[src/rtl/cdo_pkg.sv]
// Package for the calendar date offset unit: widths, calendar constants,
// datapath commands, controller/datapath status and small lookup functions.
// No dependencies.
package cdo_pkg;

  localparam int YEAR_SPAN = 256;
  localparam int BASE_YEAR = 1900;

  localparam int YW    = 12;
  localparam int MW    = 4;
  localparam int DW    = 5;
  localparam int OW    = 16;
  localparam int WDW   = 3;
  localparam int DNOW  = 17;
  localparam int DNW   = 23;
  localparam int QW    = 6;
  localparam int YOW   = $clog2(YEAR_SPAN + 1);
  localparam int MULW  = YW + 1;
  localparam int PRODW = 2 * MULW;

  // x / 100 as (x * DIV100_MUL) >> DIV100_SH, exact for x below 4500
  localparam int DIV100_MUL = 5243;
  localparam int DIV100_SH  = 19;
  localparam int SHIFT_ADD  = 399;

  localparam int RefShift  = BASE_YEAR + SHIFT_ADD;
  localparam int REF_LEAPS = RefShift / 4 - RefShift / 100 + RefShift / 400;
  localparam int EndShift  = BASE_YEAR + YEAR_SPAN + SHIFT_ADD;
  localparam int LAST_DAY  = 365 * YEAR_SPAN
                             + (EndShift / 4 - EndShift / 100 + EndShift / 400)
                             - REF_LEAPS;

  localparam logic signed [DNW-1:0] BASE_YEAR_S = DNW'(BASE_YEAR);
  localparam logic signed [DNW-1:0] DAYS_YEAR_S = DNW'(365);
  localparam logic signed [DNW-1:0] REF_LEAPS_S = DNW'(REF_LEAPS);
  localparam logic signed [DNW-1:0] LAST_DAY_S  = DNW'(LAST_DAY);
  localparam logic signed [DNW-1:0] ONE_S       = DNW'(1);

  typedef enum logic [3:0] {
    DP_NOP,
    DP_LOAD,
    DP_QYEAR,
    DP_QSHIFT,
    DP_BASE,
    DP_SUM,
    DP_RANGE,
    DP_YEAR,
    DP_MONTH,
    DP_OUT
  } dp_op_e;

  typedef struct packed {
    logic date_ok;
    logic in_range;
    logic year_more;
    logic month_more;
  } dp_status_t;

  function automatic logic [DW-1:0] month_len(input logic [MW-1:0] m);
    logic [DW-1:0] n;
    case (m)
      4'd1, 4'd3, 4'd5, 4'd7, 4'd8, 4'd10, 4'd12: n = 5'd31;
      4'd4, 4'd6, 4'd9, 4'd11:                    n = 5'd30;
      4'd2:                                       n = 5'd28;
      default:                                    n = 5'd0;
    endcase
    return n;
  endfunction

  // days before the first of month m in a common year
  function automatic logic [8:0] days_before_month(input logic [MW-1:0] m);
    logic [8:0] n;
    case (m)
      4'd2:    n = 9'd31;
      4'd3:    n = 9'd59;
      4'd4:    n = 9'd90;
      4'd5:    n = 9'd120;
      4'd6:    n = 9'd151;
      4'd7:    n = 9'd181;
      4'd8:    n = 9'd212;
      4'd9:    n = 9'd243;
      4'd10:   n = 9'd273;
      4'd11:   n = 9'd304;
      4'd12:   n = 9'd334;
      default: n = 9'd0;
    endcase
    return n;
  endfunction

  function automatic logic [WDW-1:0] mod7_small(input logic [5:0] v);
    logic [5:0] r;
    r = v;
    for (int i = 0; i < 5; i++) begin
      if (r >= 6'd7) begin
        r = r - 6'd7;
      end
    end
    return r[WDW-1:0];
  endfunction

endpackage

[src/rtl/calendar_date_offset_unit_top.sv]
// Calendar date offset unit, top level: controller plus datapath.
// Depends on cdo_pkg, cdo_ctrl and cdo_datapath.
//
// Input channel: in_valid_i / in_stall_o carry one date (year, month, day)
// and a signed day offset; a transaction completes when valid is high and
// stall is low. Output channel: out_valid_o / out_stall_i carry one result
// per input: date_valid_o, out_of_range_o, the moved date, its weekday
// (0 = Monday) and its day number (1900-01-01 is day 1).
// An illegal date is emitted after the date check and an out of span result
// after the range check; otherwise the year walk (one year per cycle) and then
// the month walk run first, so the wait grows with the whole years past 1900
// and the whole months in the final year.
// One item is in flight at a time; in_stall_o is high while it is worked
// on. A finished result sits in the output register while the receiver
// stalls, and the next input transaction is already taken meanwhile; the
// following result waits until the register is free.
// Reset (rst_ni low, asynchronous) returns to idle and drops out_valid_o.
module calendar_date_offset_unit_top import cdo_pkg::*; (
  input  logic                  clk_i,
  input  logic                  rst_ni,
  input  logic                  in_valid_i,
  output logic                  in_stall_o,
  input  logic [YW-1:0]         in_year_i,
  input  logic [MW-1:0]         in_month_i,
  input  logic [DW-1:0]         in_day_i,
  input  logic signed [OW-1:0]  offset_days_i,
  output logic                  out_valid_o,
  input  logic                  out_stall_i,
  output logic                  date_valid_o,
  output logic                  out_of_range_o,
  output logic [YW-1:0]         out_year_o,
  output logic [MW-1:0]         out_month_o,
  output logic [DW-1:0]         out_day_o,
  output logic [WDW-1:0]        weekday_o,
  output logic [DNOW-1:0]       day_number_o
);

  dp_op_e     op;
  dp_status_t status;

  cdo_ctrl u_ctrl (
    .clk_i       (clk_i),
    .rst_ni      (rst_ni),
    .in_valid_i  (in_valid_i),
    .in_stall_o  (in_stall_o),
    .out_valid_o (out_valid_o),
    .out_stall_i (out_stall_i),
    .status_i    (status),
    .op_o        (op)
  );

  cdo_datapath u_datapath (
    .clk_i          (clk_i),
    .op_i           (op),
    .status_o       (status),
    .in_year_i      (in_year_i),
    .in_month_i     (in_month_i),
    .in_day_i       (in_day_i),
    .offset_days_i  (offset_days_i),
    .date_valid_o   (date_valid_o),
    .out_of_range_o (out_of_range_o),
    .out_year_o     (out_year_o),
    .out_month_o    (out_month_o),
    .out_day_o      (out_day_o),
    .weekday_o      (weekday_o),
    .day_number_o   (day_number_o)
  );

endmodule

[src/rtl/cdo_ctrl.sv]
// Controller of the calendar date offset unit: sequences the datapath
// and runs both handshakes. Depends on cdo_pkg.
module cdo_ctrl import cdo_pkg::*; (
  input  logic       clk_i,
  input  logic       rst_ni,
  input  logic       in_valid_i,
  output logic       in_stall_o,
  output logic       out_valid_o,
  input  logic       out_stall_i,
  input  dp_status_t status_i,
  output dp_op_e     op_o
);

  typedef enum logic [3:0] {
    S_IDLE,
    S_QYEAR,
    S_QSHIFT,
    S_BASE,
    S_SUM,
    S_RANGE,
    S_YEAR,
    S_MONTH,
    S_EMIT
  } state_e;

  state_e state_q, state_d;
  logic   out_valid_q, out_valid_d;

  always_comb begin
    state_d     = state_q;
    op_o        = DP_NOP;
    out_valid_d = out_valid_q && out_stall_i;
    case (state_q)
      S_IDLE: begin
        if (in_valid_i) begin
          op_o    = DP_LOAD;
          state_d = S_QYEAR;
        end
      end
      S_QYEAR: begin
        op_o    = DP_QYEAR;
        state_d = S_QSHIFT;
      end
      S_QSHIFT: begin
        op_o    = DP_QSHIFT;
        state_d = S_BASE;
      end
      S_BASE: begin
        op_o    = DP_BASE;
        state_d = S_SUM;
      end
      S_SUM: begin
        op_o    = DP_SUM;
        state_d = status_i.date_ok ? S_RANGE : S_EMIT;
      end
      S_RANGE: begin
        op_o    = DP_RANGE;
        state_d = S_YEAR;
      end
      S_YEAR: begin
        if (!status_i.in_range) begin
          state_d = S_EMIT;
        end else if (status_i.year_more) begin
          op_o = DP_YEAR;
        end else begin
          state_d = S_MONTH;
        end
      end
      S_MONTH: begin
        if (status_i.month_more) begin
          op_o = DP_MONTH;
        end else begin
          state_d = S_EMIT;
        end
      end
      S_EMIT: begin
        if (!out_valid_q || !out_stall_i) begin
          op_o        = DP_OUT;
          out_valid_d = 1'b1;
          state_d     = S_IDLE;
        end
      end
      default: begin
        state_d = S_IDLE;
      end
    endcase
  end

  always_ff @(posedge clk_i or negedge rst_ni) begin
    if (!rst_ni) begin
      state_q     <= S_IDLE;
      out_valid_q <= 1'b0;
    end else begin
      state_q     <= state_d;
      out_valid_q <= out_valid_d;
    end
  end

  assign in_stall_o  = (state_q != S_IDLE);
  assign out_valid_o = out_valid_q;

  a_accept_starts: assert property (@(posedge clk_i) disable iff (!rst_ni)
    (in_valid_i && !in_stall_o) |=> (state_q == S_QYEAR))
    else $error("accepted transaction did not start the sequence");

  a_result_from_emit: assert property (@(posedge clk_i) disable iff (!rst_ni)
    $rose(out_valid_q) |-> ($past(state_q) == S_EMIT))
    else $error("result raised outside emit");

  a_year_walk_valid: assert property (@(posedge clk_i) disable iff (!rst_ni)
    (state_q == S_YEAR) |-> status_i.date_ok)
    else $error("year walk on an invalid date");

  a_month_walk_ok: assert property (@(posedge clk_i) disable iff (!rst_ni)
    (state_q == S_MONTH) |-> (status_i.date_ok && status_i.in_range))
    else $error("month walk on an invalid or out of range date");

endmodule

[src/rtl/cdo_datapath.sv]
// Datapath of the calendar date offset unit: date check, day number,
// year and month walk, weekday and result registers. Depends on cdo_pkg.
module cdo_datapath import cdo_pkg::*; (
  input  logic                  clk_i,
  input  dp_op_e                op_i,
  output dp_status_t            status_o,
  input  logic [YW-1:0]         in_year_i,
  input  logic [MW-1:0]         in_month_i,
  input  logic [DW-1:0]         in_day_i,
  input  logic signed [OW-1:0]  offset_days_i,
  output logic                  date_valid_o,
  output logic                  out_of_range_o,
  output logic [YW-1:0]         out_year_o,
  output logic [MW-1:0]         out_month_o,
  output logic [DW-1:0]         out_day_o,
  output logic [WDW-1:0]        weekday_o,
  output logic [DNOW-1:0]       day_number_o
);

  logic [YW-1:0]          year_q;
  logic [MW-1:0]          month_q;
  logic [DW-1:0]          day_q;
  logic signed [OW-1:0]   offset_q;
  logic [QW-1:0]          qy_q, qs_q;
  logic                   leap_q, date_ok_q, range_ok_q;
  logic signed [DNW-1:0]  dby_q, dn_q;
  logic [DNOW-1:0]        dnum_q;
  logic [YOW-1:0]         yoff_q;
  logic [1:0]             c4_q;
  logic [6:0]             c100_q;
  logic [8:0]             c400_q;
  logic [MW-1:0]          mon_q;
  logic [WDW-1:0]         wd_q;

  logic [MULW-1:0]        shift_arg, mul_arg;
  logic [PRODW-1:0]       mul_prod;
  logic [QW-1:0]          quot;
  logic [MULW-1:0]        hund;
  logic                   leap_in;
  logic [DW-1:0]          in_mlen;
  logic                   date_ok_d;
  logic signed [DNW-1:0]  yrel, dby_d, dn_sum;
  logic                   cur_leap;
  logic signed [DNW-1:0]  ylen;
  logic [DW-1:0]          dim;
  logic [3:0]             wd_y_sum, wd_m_sum;
  logic [WDW-1:0]         wd_y_next, wd_m_next;
  logic [YOW+YW-1:0]      year_full;
  logic [WDW-1:0]         wd_final;

  assign shift_arg = MULW'(year_q) + MULW'(SHIFT_ADD);
  assign mul_arg   = (op_i == DP_QSHIFT) ? shift_arg : MULW'(year_q);
  assign mul_prod  = PRODW'(mul_arg) * PRODW'(DIV100_MUL);
  assign quot      = mul_prod[DIV100_SH +: QW];

  assign hund    = MULW'(qy_q) * MULW'(100);
  assign leap_in = (year_q[1:0] == 2'b00) &&
                   ((MULW'(year_q) != hund) || (qy_q[1:0] == 2'b00));

  assign in_mlen   = month_len(month_q) + DW'(leap_q && (month_q == 4'd2));
  assign date_ok_d = (month_q >= 4'd1) && (month_q <= 4'd12) &&
                     (day_q != '0) && (day_q <= in_mlen);

  assign yrel  = signed'(DNW'(year_q)) - BASE_YEAR_S;
  assign dby_d = yrel * DAYS_YEAR_S
                 + signed'(DNW'(shift_arg >> 2))
                 - signed'(DNW'(qs_q))
                 + signed'(DNW'(qs_q >> 2))
                 - REF_LEAPS_S;

  assign dn_sum = dby_q
                  + signed'(DNW'(days_before_month(month_q)))
                  + signed'(DNW'(leap_q && (month_q > 4'd2)))
                  + signed'(DNW'(day_q))
                  - signed'({{(DNW-OW){offset_q[OW-1]}}, offset_q});

  assign cur_leap = (c4_q == 2'd0) && ((c100_q != 7'd0) || (c400_q == 9'd0));
  assign ylen     = DAYS_YEAR_S + signed'(DNW'(cur_leap));
  assign dim      = month_len(mon_q) + DW'(cur_leap && (mon_q == 4'd2));

  assign wd_y_sum  = 4'(wd_q) + 4'd1 + 4'(cur_leap);
  assign wd_y_next = (wd_y_sum >= 4'd7) ? WDW'(wd_y_sum - 4'd7) : WDW'(wd_y_sum);
  assign wd_m_sum  = 4'(wd_q) + 4'(dim - 5'd28);
  assign wd_m_next = (wd_m_sum >= 4'd7) ? WDW'(wd_m_sum - 4'd7) : WDW'(wd_m_sum);

  assign year_full = (YOW+YW)'(BASE_YEAR) + (YOW+YW)'(yoff_q);
  assign wd_final  = mod7_small(6'(wd_q) + 6'(dn_q[DW-1:0]) - 6'd1);

  assign status_o.date_ok    = date_ok_q;
  assign status_o.in_range   = range_ok_q;
  assign status_o.year_more  = (dn_q > ylen);
  assign status_o.month_more = (mon_q < 4'd12) && (dn_q > signed'(DNW'(dim)));

  always_ff @(posedge clk_i) begin
    case (op_i)
      DP_LOAD: begin
        year_q   <= in_year_i;
        month_q  <= in_month_i;
        day_q    <= in_day_i;
        offset_q <= offset_days_i;
      end
      DP_QYEAR: begin
        qy_q <= quot;
      end
      DP_QSHIFT: begin
        qs_q   <= quot;
        leap_q <= leap_in;
      end
      DP_BASE: begin
        dby_q     <= dby_d;
        date_ok_q <= date_ok_d;
      end
      DP_SUM: begin
        dn_q <= dn_sum;
      end
      DP_RANGE: begin
        range_ok_q <= (dn_q >= ONE_S) && (dn_q <= LAST_DAY_S);
        dnum_q     <= dn_q[DNOW-1:0];
        yoff_q     <= '0;
        c4_q       <= 2'd0;
        c100_q     <= 7'd0;
        c400_q     <= 9'd300;
        mon_q      <= 4'd1;
        wd_q       <= '0;
      end
      DP_YEAR: begin
        dn_q   <= dn_q - ylen;
        yoff_q <= yoff_q + YOW'(1);
        c4_q   <= c4_q + 2'd1;
        c100_q <= (c100_q == 7'd99) ? 7'd0 : c100_q + 7'd1;
        c400_q <= (c400_q == 9'd399) ? 9'd0 : c400_q + 9'd1;
        wd_q   <= wd_y_next;
      end
      DP_MONTH: begin
        dn_q  <= dn_q - signed'(DNW'(dim));
        mon_q <= mon_q + 4'd1;
        wd_q  <= wd_m_next;
      end
      DP_OUT: begin
        date_valid_o   <= date_ok_q;
        out_of_range_o <= date_ok_q && !range_ok_q;
        if (date_ok_q && range_ok_q) begin
          out_year_o   <= year_full[YW-1:0];
          out_month_o  <= mon_q;
          out_day_o    <= dn_q[DW-1:0];
          weekday_o    <= wd_final;
          day_number_o <= dnum_q;
        end else begin
          out_year_o   <= '0;
          out_month_o  <= '0;
          out_day_o    <= '0;
          weekday_o    <= '0;
          day_number_o <= '0;
        end
      end
      default: begin
      end
    endcase
  end

endmodule

[config.mk]
export PLATFORM = sky130hd
export DESIGN_NAME = calendar_date_offset_unit_top
export DESIGN_NICKNAME = d
export VERILOG_FILES = /design/src/rtl/cdo_pkg.sv /design/src/rtl/calendar_date_offset_unit_top.sv /design/src/rtl/cdo_ctrl.sv /design/src/rtl/cdo_datapath.sv
export SDC_FILE = /design/constraint.sdc
export NUM_CORES = 1
export LEC_CHECK = 0
export BUFFER_PORTS_ARGS = -buffer_cell sky130_fd_sc_hd__buf_2
export CAP_MARGIN = 20
export CORE_ASPECT_RATIO = 0.7
export CORE_MARGIN = 1.5
export CORE_UTILIZATION = 65
export DETAILED_ROUTE_END_ITERATION = 6
export GPL_ROUTABILITY_DRIVEN = 1
export PLACE_DENSITY_LB_ADDON = 0.12
export SLEW_MARGIN = 20
export SYNTH_ARGS = -nofsm -noshare
export SYNTH_HDL_FRONTEND = slang
export SYNTH_SLANG_ARGS = --single-unit
[constraint.sdc]
create_clock -name clk_i -period 17.4 [get_ports clk_i]
set_input_delay 0.87 -clock clk_i [delete_from_list [all_inputs] [get_ports clk_i]]
set_output_delay 0.87 -clock clk_i [all_outputs]
set_load 0.005 [all_outputs]
== Word-level counts from Yosys, hierarchy flattened ==
Memory sizes are Yosys's and may differ from the RTL's. A register that Yosys moved wholly into a read port is not among the register bits.
Cells that the tools add are included.

* Add/subtract/negate cells: 34
* Multiply operators: 3
* Div/mod/pow operators: 0
* $lt $le $gt $ge: 16
* Eq/ne operators: 26
* Shift-type cells: 0
* Muxes and demuxes: 35
* Bitwise gates (word level): 0
* Reduce and logical (&&, ||, !) cells: 32

{| class="wikitable"
|+ Operators by type and width
! kind !! number
|-
| $pmux W4 S9 || 2
|-
| $pmux W23 S3 || 1
|-
| $mux W4 || 12
|-
| $pmux W9 S2 || 2
|-
| $eq A4 B3 Y1 const B || 8
|-
| $ge A6 B3 Y1 const B || 5
|-
| $mul A13 B13 Y25 const B || 1
|-
| $eq A4 B2 Y1 const B || 6
|-
| $mux W6 || 4
|-
| $sub A6 B3 Y6 const B || 4
|-
| $add A23 B10 Y23 || 1
|-
| $add A23 B12 Y23 || 1
|-
| $add A23 B2 Y23 || 1
|-
| $add A23 B5 Y23 || 1
|-
| $add A23 B6 Y23 || 1
|-
| $ge A23 B2 Y1 const B || 1
|-
| $gt A23 B23 Y1 || 1
|-
| $gt A23 B6 Y1 || 1
|-
| $le A23 B18 Y1 const B || 1
|-
| $mul A23 B10 Y23 const B || 1
|-
| $sub A23 B11 Y23 const B || 1
|-
| $sub A23 B16 Y23 || 1
|-
| $sub A23 B23 Y23 || 1
|-
| $sub A23 B6 Y23 || 1
|-
| other kinds (53) || 87
|}

* Register bits after elaboration: 197
* Latch bits: 0
* Bits in writable memories: 0
* Memory bits (read-only): 304
* Logic and storage cells: 176
* Memories: 3

{| class="wikitable"
|+ Memory list
! memory !! depth !! width !! rd ports !! clocked after Yosys merged registers in !! write ports !! RTL line !! RTL
|-
| (name not given) || 16 || 9 || 1 || 1 || 0 || cdo_pkg.sv:73 || <nowiki>case (m)</nowiki>
|-
| (name not given) || 16 || 5 || 1 || 1 || 0 || cdo_pkg.sv:61 || <nowiki>case (m)</nowiki>
|-
| (name not given) || 16 || 5 || 1 || 1 || 0 || cdo_pkg.sv:61 ||
|}

== Logic depth before layout (Yosys ltp) ==
* Depth in word-level cells: 12
* Depth in mapped cells: 33

== Hierarchy ==
From an unflattened synthesis, not the netlist that was laid out.

* Cell total of the unflattened synthesis: 2026
* Area, all modules: 20609.8 um^2

{| class="wikitable"
|+ Modules (own cells, without submodules)
! module !! times used !! cells each !! area an instance (um^2) !! seq. area each (um^2)
|-
| cdo_datapath || 1 || 1975 || 20203.1 || 6065.8
|-
| cdo_ctrl || 1 || 51 || 406.6 || 125.1
|}

== Least setup slack after synthesis ==
No wires, ideal clock.

* Path kind: register to register
* From: register u_datapath.dn_q[2]
* To: register u_datapath.weekday_o[0] (data pin)
* Setup time: 265 ps
* Data arrival time: 6781 ps
* Required time: 17135 ps
* Path slack: 10354 ps
* Stages on the path, launching flop included: 33
* Path buffers: 3
* Cell sequence: edfxtp_1 > clkbuf_1 > inv_1 > ha_1 > inv_1 > fa_1 > a211o_1 > a21o_1 > and4_4 > buf_6 > nand2_1 > mux2_2 > ha_1 > clkbuf_1 > a21oi_1 > xor2_1 > inv_1 > ha_1 > nand2_1 > o22ai_1 > a211oi_2 > nand4_2 > mux2_2 > ha_1 > nand2_1 > nor2_1 > a22oi_1 > or3b_4 > mux2_4 > ha_1 > a21oi_1 > a21o_1 > a21oi_2

* Cells in the longest elaborated chain, start to end: 12

{| class="wikitable"
|+ RTL lines
! what !! RTL line !! RTL
|-
| start: declaration || cdo_datapath.sv:26 || <nowiki>logic signed [DNW-1:0] dby_q, dn_q;</nowiki>
|-
| start signal: assignment || cdo_datapath.sv:114 || <nowiki>dn_q <= dn_sum;</nowiki>
|-
| start signal: assignment || cdo_datapath.sv:127 || <nowiki>dn_q <= dn_q - ylen;</nowiki>
|-
| start signal: assignment || cdo_datapath.sv:135 || <nowiki>dn_q <= dn_q - signed'(DNW'(dim));</nowiki>
|-
| $add A3 B5 Y6 (*) || cdo_datapath.sv:87 || <nowiki>assign wd_final = mod7_small(6'(wd_q) + 6'(dn_q[DW-1:0]) - 6'd1);</nowiki>
|-
| $sub A6 B1 Y6 (*) || cdo_datapath.sv:87 ||
|-
| $sub A6 B3 Y6 / $ge A6 B3 Y1 (equally long branches) || cdo_pkg.sv:95, cdo_pkg.sv:94 ||
|-
| $mux W6 (*) || cdo_pkg.sv:94 || <nowiki>if (r >= 6'd7) begin</nowiki>
|-
| $sub A6 B3 Y6 / $ge A6 B3 Y1 (equally long branches) || cdo_pkg.sv:95, cdo_pkg.sv:94 ||
|-
| $mux W6 (*) || cdo_pkg.sv:94 ||
|-
| $sub A6 B3 Y6 / $ge A6 B3 Y1 (equally long branches) || cdo_pkg.sv:95, cdo_pkg.sv:94 ||
|-
| $mux W6 (*) || cdo_pkg.sv:94 ||
|-
| $sub A6 B3 Y6 / $ge A6 B3 Y1 (equally long branches) || cdo_pkg.sv:95, cdo_pkg.sv:94 ||
|-
| $mux W6 (*) || cdo_pkg.sv:94 ||
|-
| $ge A6 B3 Y1 / $sub A3 B3 Y3 (equally long branches) || cdo_pkg.sv:94, cdo_pkg.sv:95 ||
|-
| $mux W3 (*) || cdo_pkg.sv:94 ||
|-
| end signal: assignment || cdo_datapath.sv:146 || <nowiki>weekday_o <= wd_final;</nowiki>
|-
| end: declaration || cdo_datapath.sv:16 || <nowiki>output logic [WDW-1:0] weekday_o,</nowiki>
|}

Every way passes the cells marked *; elsewhere a longest branch is shown, timed or not.
A chain may end at the register's enable or synchronous reset.

== Worst setup path after layout ==
* From: register u_datapath.year_q[1]
* To: register u_datapath.qs_q[5] (data pin)

* Cells in the longest elaborated chain, start to end: 3

{| class="wikitable"
|+ RTL lines
! what !! RTL line !! RTL
|-
| start: declaration || cdo_datapath.sv:20 || <nowiki>logic [YW-1:0] year_q;</nowiki>
|-
| start signal: assignment || cdo_datapath.sv:97 || <nowiki>year_q <= in_year_i;</nowiki>
|-
| $add A12 B9 Y13 || cdo_datapath.sv:51 || <nowiki>assign shift_arg = MULW'(year_q) + MULW'(SHIFT_ADD);</nowiki>
|-
| $mux W13 (*) || cdo_datapath.sv:52 || <nowiki>assign mul_arg = (op_i == DP_QSHIFT) ? shift_arg : MULW'(year_q);</nowiki>
|-
| $mul A13 B13 Y25 (*) || cdo_datapath.sv:53 || <nowiki>assign mul_prod = PRODW'(mul_arg) * PRODW'(DIV100_MUL);</nowiki>
|-
| named net u_datapath.mul_prod[24] || cdo_datapath.sv:36 || <nowiki>logic [PRODW-1:0] mul_prod;</nowiki>
|-
| end signal: assignment || cdo_datapath.sv:106 || <nowiki>qs_q <= quot;</nowiki>
|-
| end: declaration || cdo_datapath.sv:24 || <nowiki>logic [QW-1:0] qy_q, qs_q;</nowiki>
|}

The timed path passes the listed nets; every way through them passes the cells marked *.

==> impl_metrics.yaml <==
outcome:
  status: "completed"
cts:
  cts_resized: 0
  postCtsSetupBuffers: 0
  cts_hold_buf: 0
  cts_max_level: 1
  clk_pin_slew_ns: 0.06
  cts-root-buf: "clkbuf_16"
  cts_sinks: 212
  numCtsBuffers: 23
  clk_latency_ns: 0.55
  cts_tree: "yes"
  cts_buffer_depth: 3
floorplanning:
  io_pins: 86
  start_util: 0.660
  core_um2: 31100
  rows: 54
  die_width_um: 216
  die_height_um: 152
  die_area_um2: 32700
synthesis:
  yosysMostFrequentCell: "inv_1"
  ys_ff_latch: 212
  synthTopCellsByArea: "edfxtp_1 28%, ha_1 18%, fa_1 14%"
  ys_seq_area_frac: 0.301
  synthTopCellsByCount: "339 x inv_1, 300 x ha_1, 192 x edfxtp_1, 147 x fa_1, 127 x nor2_1"
  async_flop_share: 0.0236
  yosysWarningCount: 0
  syn_area_per_cell_um2: 10.1
  ys_types: 88
  syn_nets: 2527
  syn_area_um2: 20600
  synthCells: 2039
  synth_top_area_cell: "edfxtp_1"
  synth_ff_type: "edfxtp_1"
  synth_edf_count: 192
  yosysTopAreaCellShare: 0.280
setup_path:
  cp_max_fo: 12
  ff2ff_setup_slack_ns: 9.51
  crit_path_end_kind: "register"
  critPathMostFrequentCell: "fa_1"
  cp-startpoint: "u_datapath.year_q[1]"
  crit_slowest_cell: "o41ai_1"
  worstSetupPathType: "register to register"
  reg2reg_to: "u_datapath.qs_q[5]"
  worstPathRequired_ns: 17.68
  critPathMaxStageDelay_ns: 0.66
  start_kind: "register"
  timing.critical_path.to: "u_datapath.qs_q[5]"
  path_buf_inv: 3
  crit_cells: 25
  reg2reg_from: "u_datapath.year_q[1]"
  cp.arrival_ns: 8.17
  cpLargestDelayFamily: "adder cells"
  reg2reg_depth: 25
sta:
  finalCritPeriodShare: 0.453
  min_period_ns: 7.89
  finalSetupTns_ns: 0
  tightest_slew_ns: 1.03
  finalClockSkew_ns: 0.0234
  report.final.hold_viol_count: 0
  fmax_mhz: 127
  rsz0062_at_grt: "no"
  maxSlewViolCount: 0
  fin_ws_ns: 9.51
  setup_violations: 0
  slew_headroom: 0.296
global_routing:
  grt_use_total: 0.270
  grt_overflow_total: 0
  antenna_found_initial: 0
  grt_pass1_wl_um: 72000
  grt_pass1_vias: 14900
  grt_max_degree: 44
route:
  viasPerCell: 5.83
  antenna_left: 0
  drtIter0Drc: 1000
  routedWlPerCell_um: 17.1
  routed_wl_um: 43700
  drc: 0
  num_vias: 14900
  dr.pass1.iters: 7
finish:
  drive_gt1_frac: 0.0784
  antenna_cells: 0
  fin_nets: 2601
  syn_to_final_growth_pct: 7.90
place:
  portBuffers: 85
  hpwlAfterDp_um: 34800
  gp_congestion: 0.939
  post-place-ws_ns: 9.59
hold_path:
  hp-class: "input port to async pin"
flow_run:
  cap_violations: 0
-- worst min path at each step --
stage | start | end | slack [ns]
after CTS | rst_ni | u_ctrl.out_valid_o | 0.13
after global placement | u_datapath.dnum_q[15] | u_datapath.day_number_o[15] | 0.53
after global routing | rst_ni | u_ctrl.state_q[2] | 0.14
after detailed placement | u_datapath.dnum_q[8] | u_datapath.day_number_o[8] | 0.53
after floorplan | u_datapath.dn_q[15] | u_datapath.dnum_q[15] | 0.42
final | rst_ni | u_ctrl.out_valid_o | 0.16
-- metrics by stage --
| step | hold slack [ns] | instances | area [um^2] | util |
|---|---|---|---|---|
| 2_1_floorplan | 0.424 | 2039 | 20600 | - |
| 3_5_place_dp | 0.531 | 2507 | 21400 | 0.687 |
| 6_report | 0.155 | 2549 | 22200 | 0.712 |
| 5_1_grt | 0.145 | 2549 | 22200 | 0.712 |
| 4_1_cts | 0.129 | 2548 | 22200 | 0.712 |
| 3_3_place_gp | 0.529 | 2507 | 21400 | 0.687 |
-- cell type report --
cell class                 count  area, um^2
multi-input combinational   1439       12900
fill                        2319        8960
sequential                   212        6190
inverter                     341        1280
clock buffer                  26         587
tap                          420         526
timing repair buffer          96         515
clock inverter                15         178
-- cell usage in the layout (no fill, tap or decap), types with 9 or more instances in the layout --
| cell type | synthesis | final |
|---|---|---|
| inv_1 | 339 | 339 |
| nor4_1 | 15 | 15 |
| nand2_1 | 112 | 111 |
| mux2i_1 | 17 | 17 |
| or3_1 | 11 | 11 |
| nor2_1 | 127 | 127 |
| nor2b_1 | 22 | 22 |
| nor3_1 | 30 | 30 |
| and2_1 | 10 | 10 |
| o221ai_1 | 12 | 12 |
| and3_1 | 38 | 38 |
| o21a_1 | 14 | 14 |
| dfxtp_1 | 15 | 15 |
| a31oi_1 | 12 | 12 |
| edfxtp_1 | 192 | 192 |
| fa_1 | 147 | 147 |
| nand3_1 | 40 | 40 |
| a21oi_1 | 72 | 71 |
| ha_1 | 300 | 300 |
| buf_2 | 3 | 85 |
| o21bai_1 | 11 | 11 |
| buf_4 | 2 | 10 |
| clkbuf_16 | 0 | 23 |
| xor2_1 | 52 | 52 |
| o21ai_0 | 75 | 74 |
| xnor2_1 | 96 | 96 |
| a21o_1 | 37 | 37 |
| o22ai_1 | 15 | 15 |
| nand4_1 | 17 | 17 |
| a21boi_0 | 9 | 9 |
| nand2b_1 | 21 | 21 |
-- layer usage --
layer	routed length [um]	vias up	share of wire	global-route usage
met5	0	-	0	0
met4	1250	0	0.029	0.0813
met3	2530	84	0.058	0.0416
met2	20400	476	0.47	0.452
met1	19500	7121	0.45	0.365
li1	-	7183	-	-
-- flip-flops by register name, indices dropped and copies added, names as in the netlist, 2 cells and up, named ones only --
name                     count
u_ctrl.state_q               4
u_datapath.c100_q            7
u_datapath.c400_q            9
u_datapath.c4_q              2
u_datapath.day_number_o     17
u_datapath.day_q             5
u_datapath.dby_q            23
u_datapath.dn_q             23
u_datapath.dnum_q           17
u_datapath.mon_q             4
u_datapath.month_q           4
u_datapath.offset_q         16
u_datapath.out_day_o         5
u_datapath.out_month_o       4
u_datapath.out_year_o       12
u_datapath.qs_q              6
u_datapath.qy_q              6
u_datapath.wd_q              3
u_datapath.weekday_o         3
u_datapath.year_q           12
u_datapath.yoff_q            9
-- kinds of logic (layout without fill, tap and decap cells) --
kind of cell             count (synthesis)  after routing  synth area share
XOR/XNOR                               148            148            0.0630
multiplexers                            20             20            0.0101
flip-flops                             212            212             0.301
AND/OR/NAND/NOR                        482            482             0.117
adder cells (fa/ha/maj)                448            448             0.326
AO/OA/AOI/OAI                          341            341             0.111
buffers and inverters                  388            478            0.0726
Power is not shown: default switching activity piles up to over one toggle a cycle in this logic, so the estimate is an artifact.
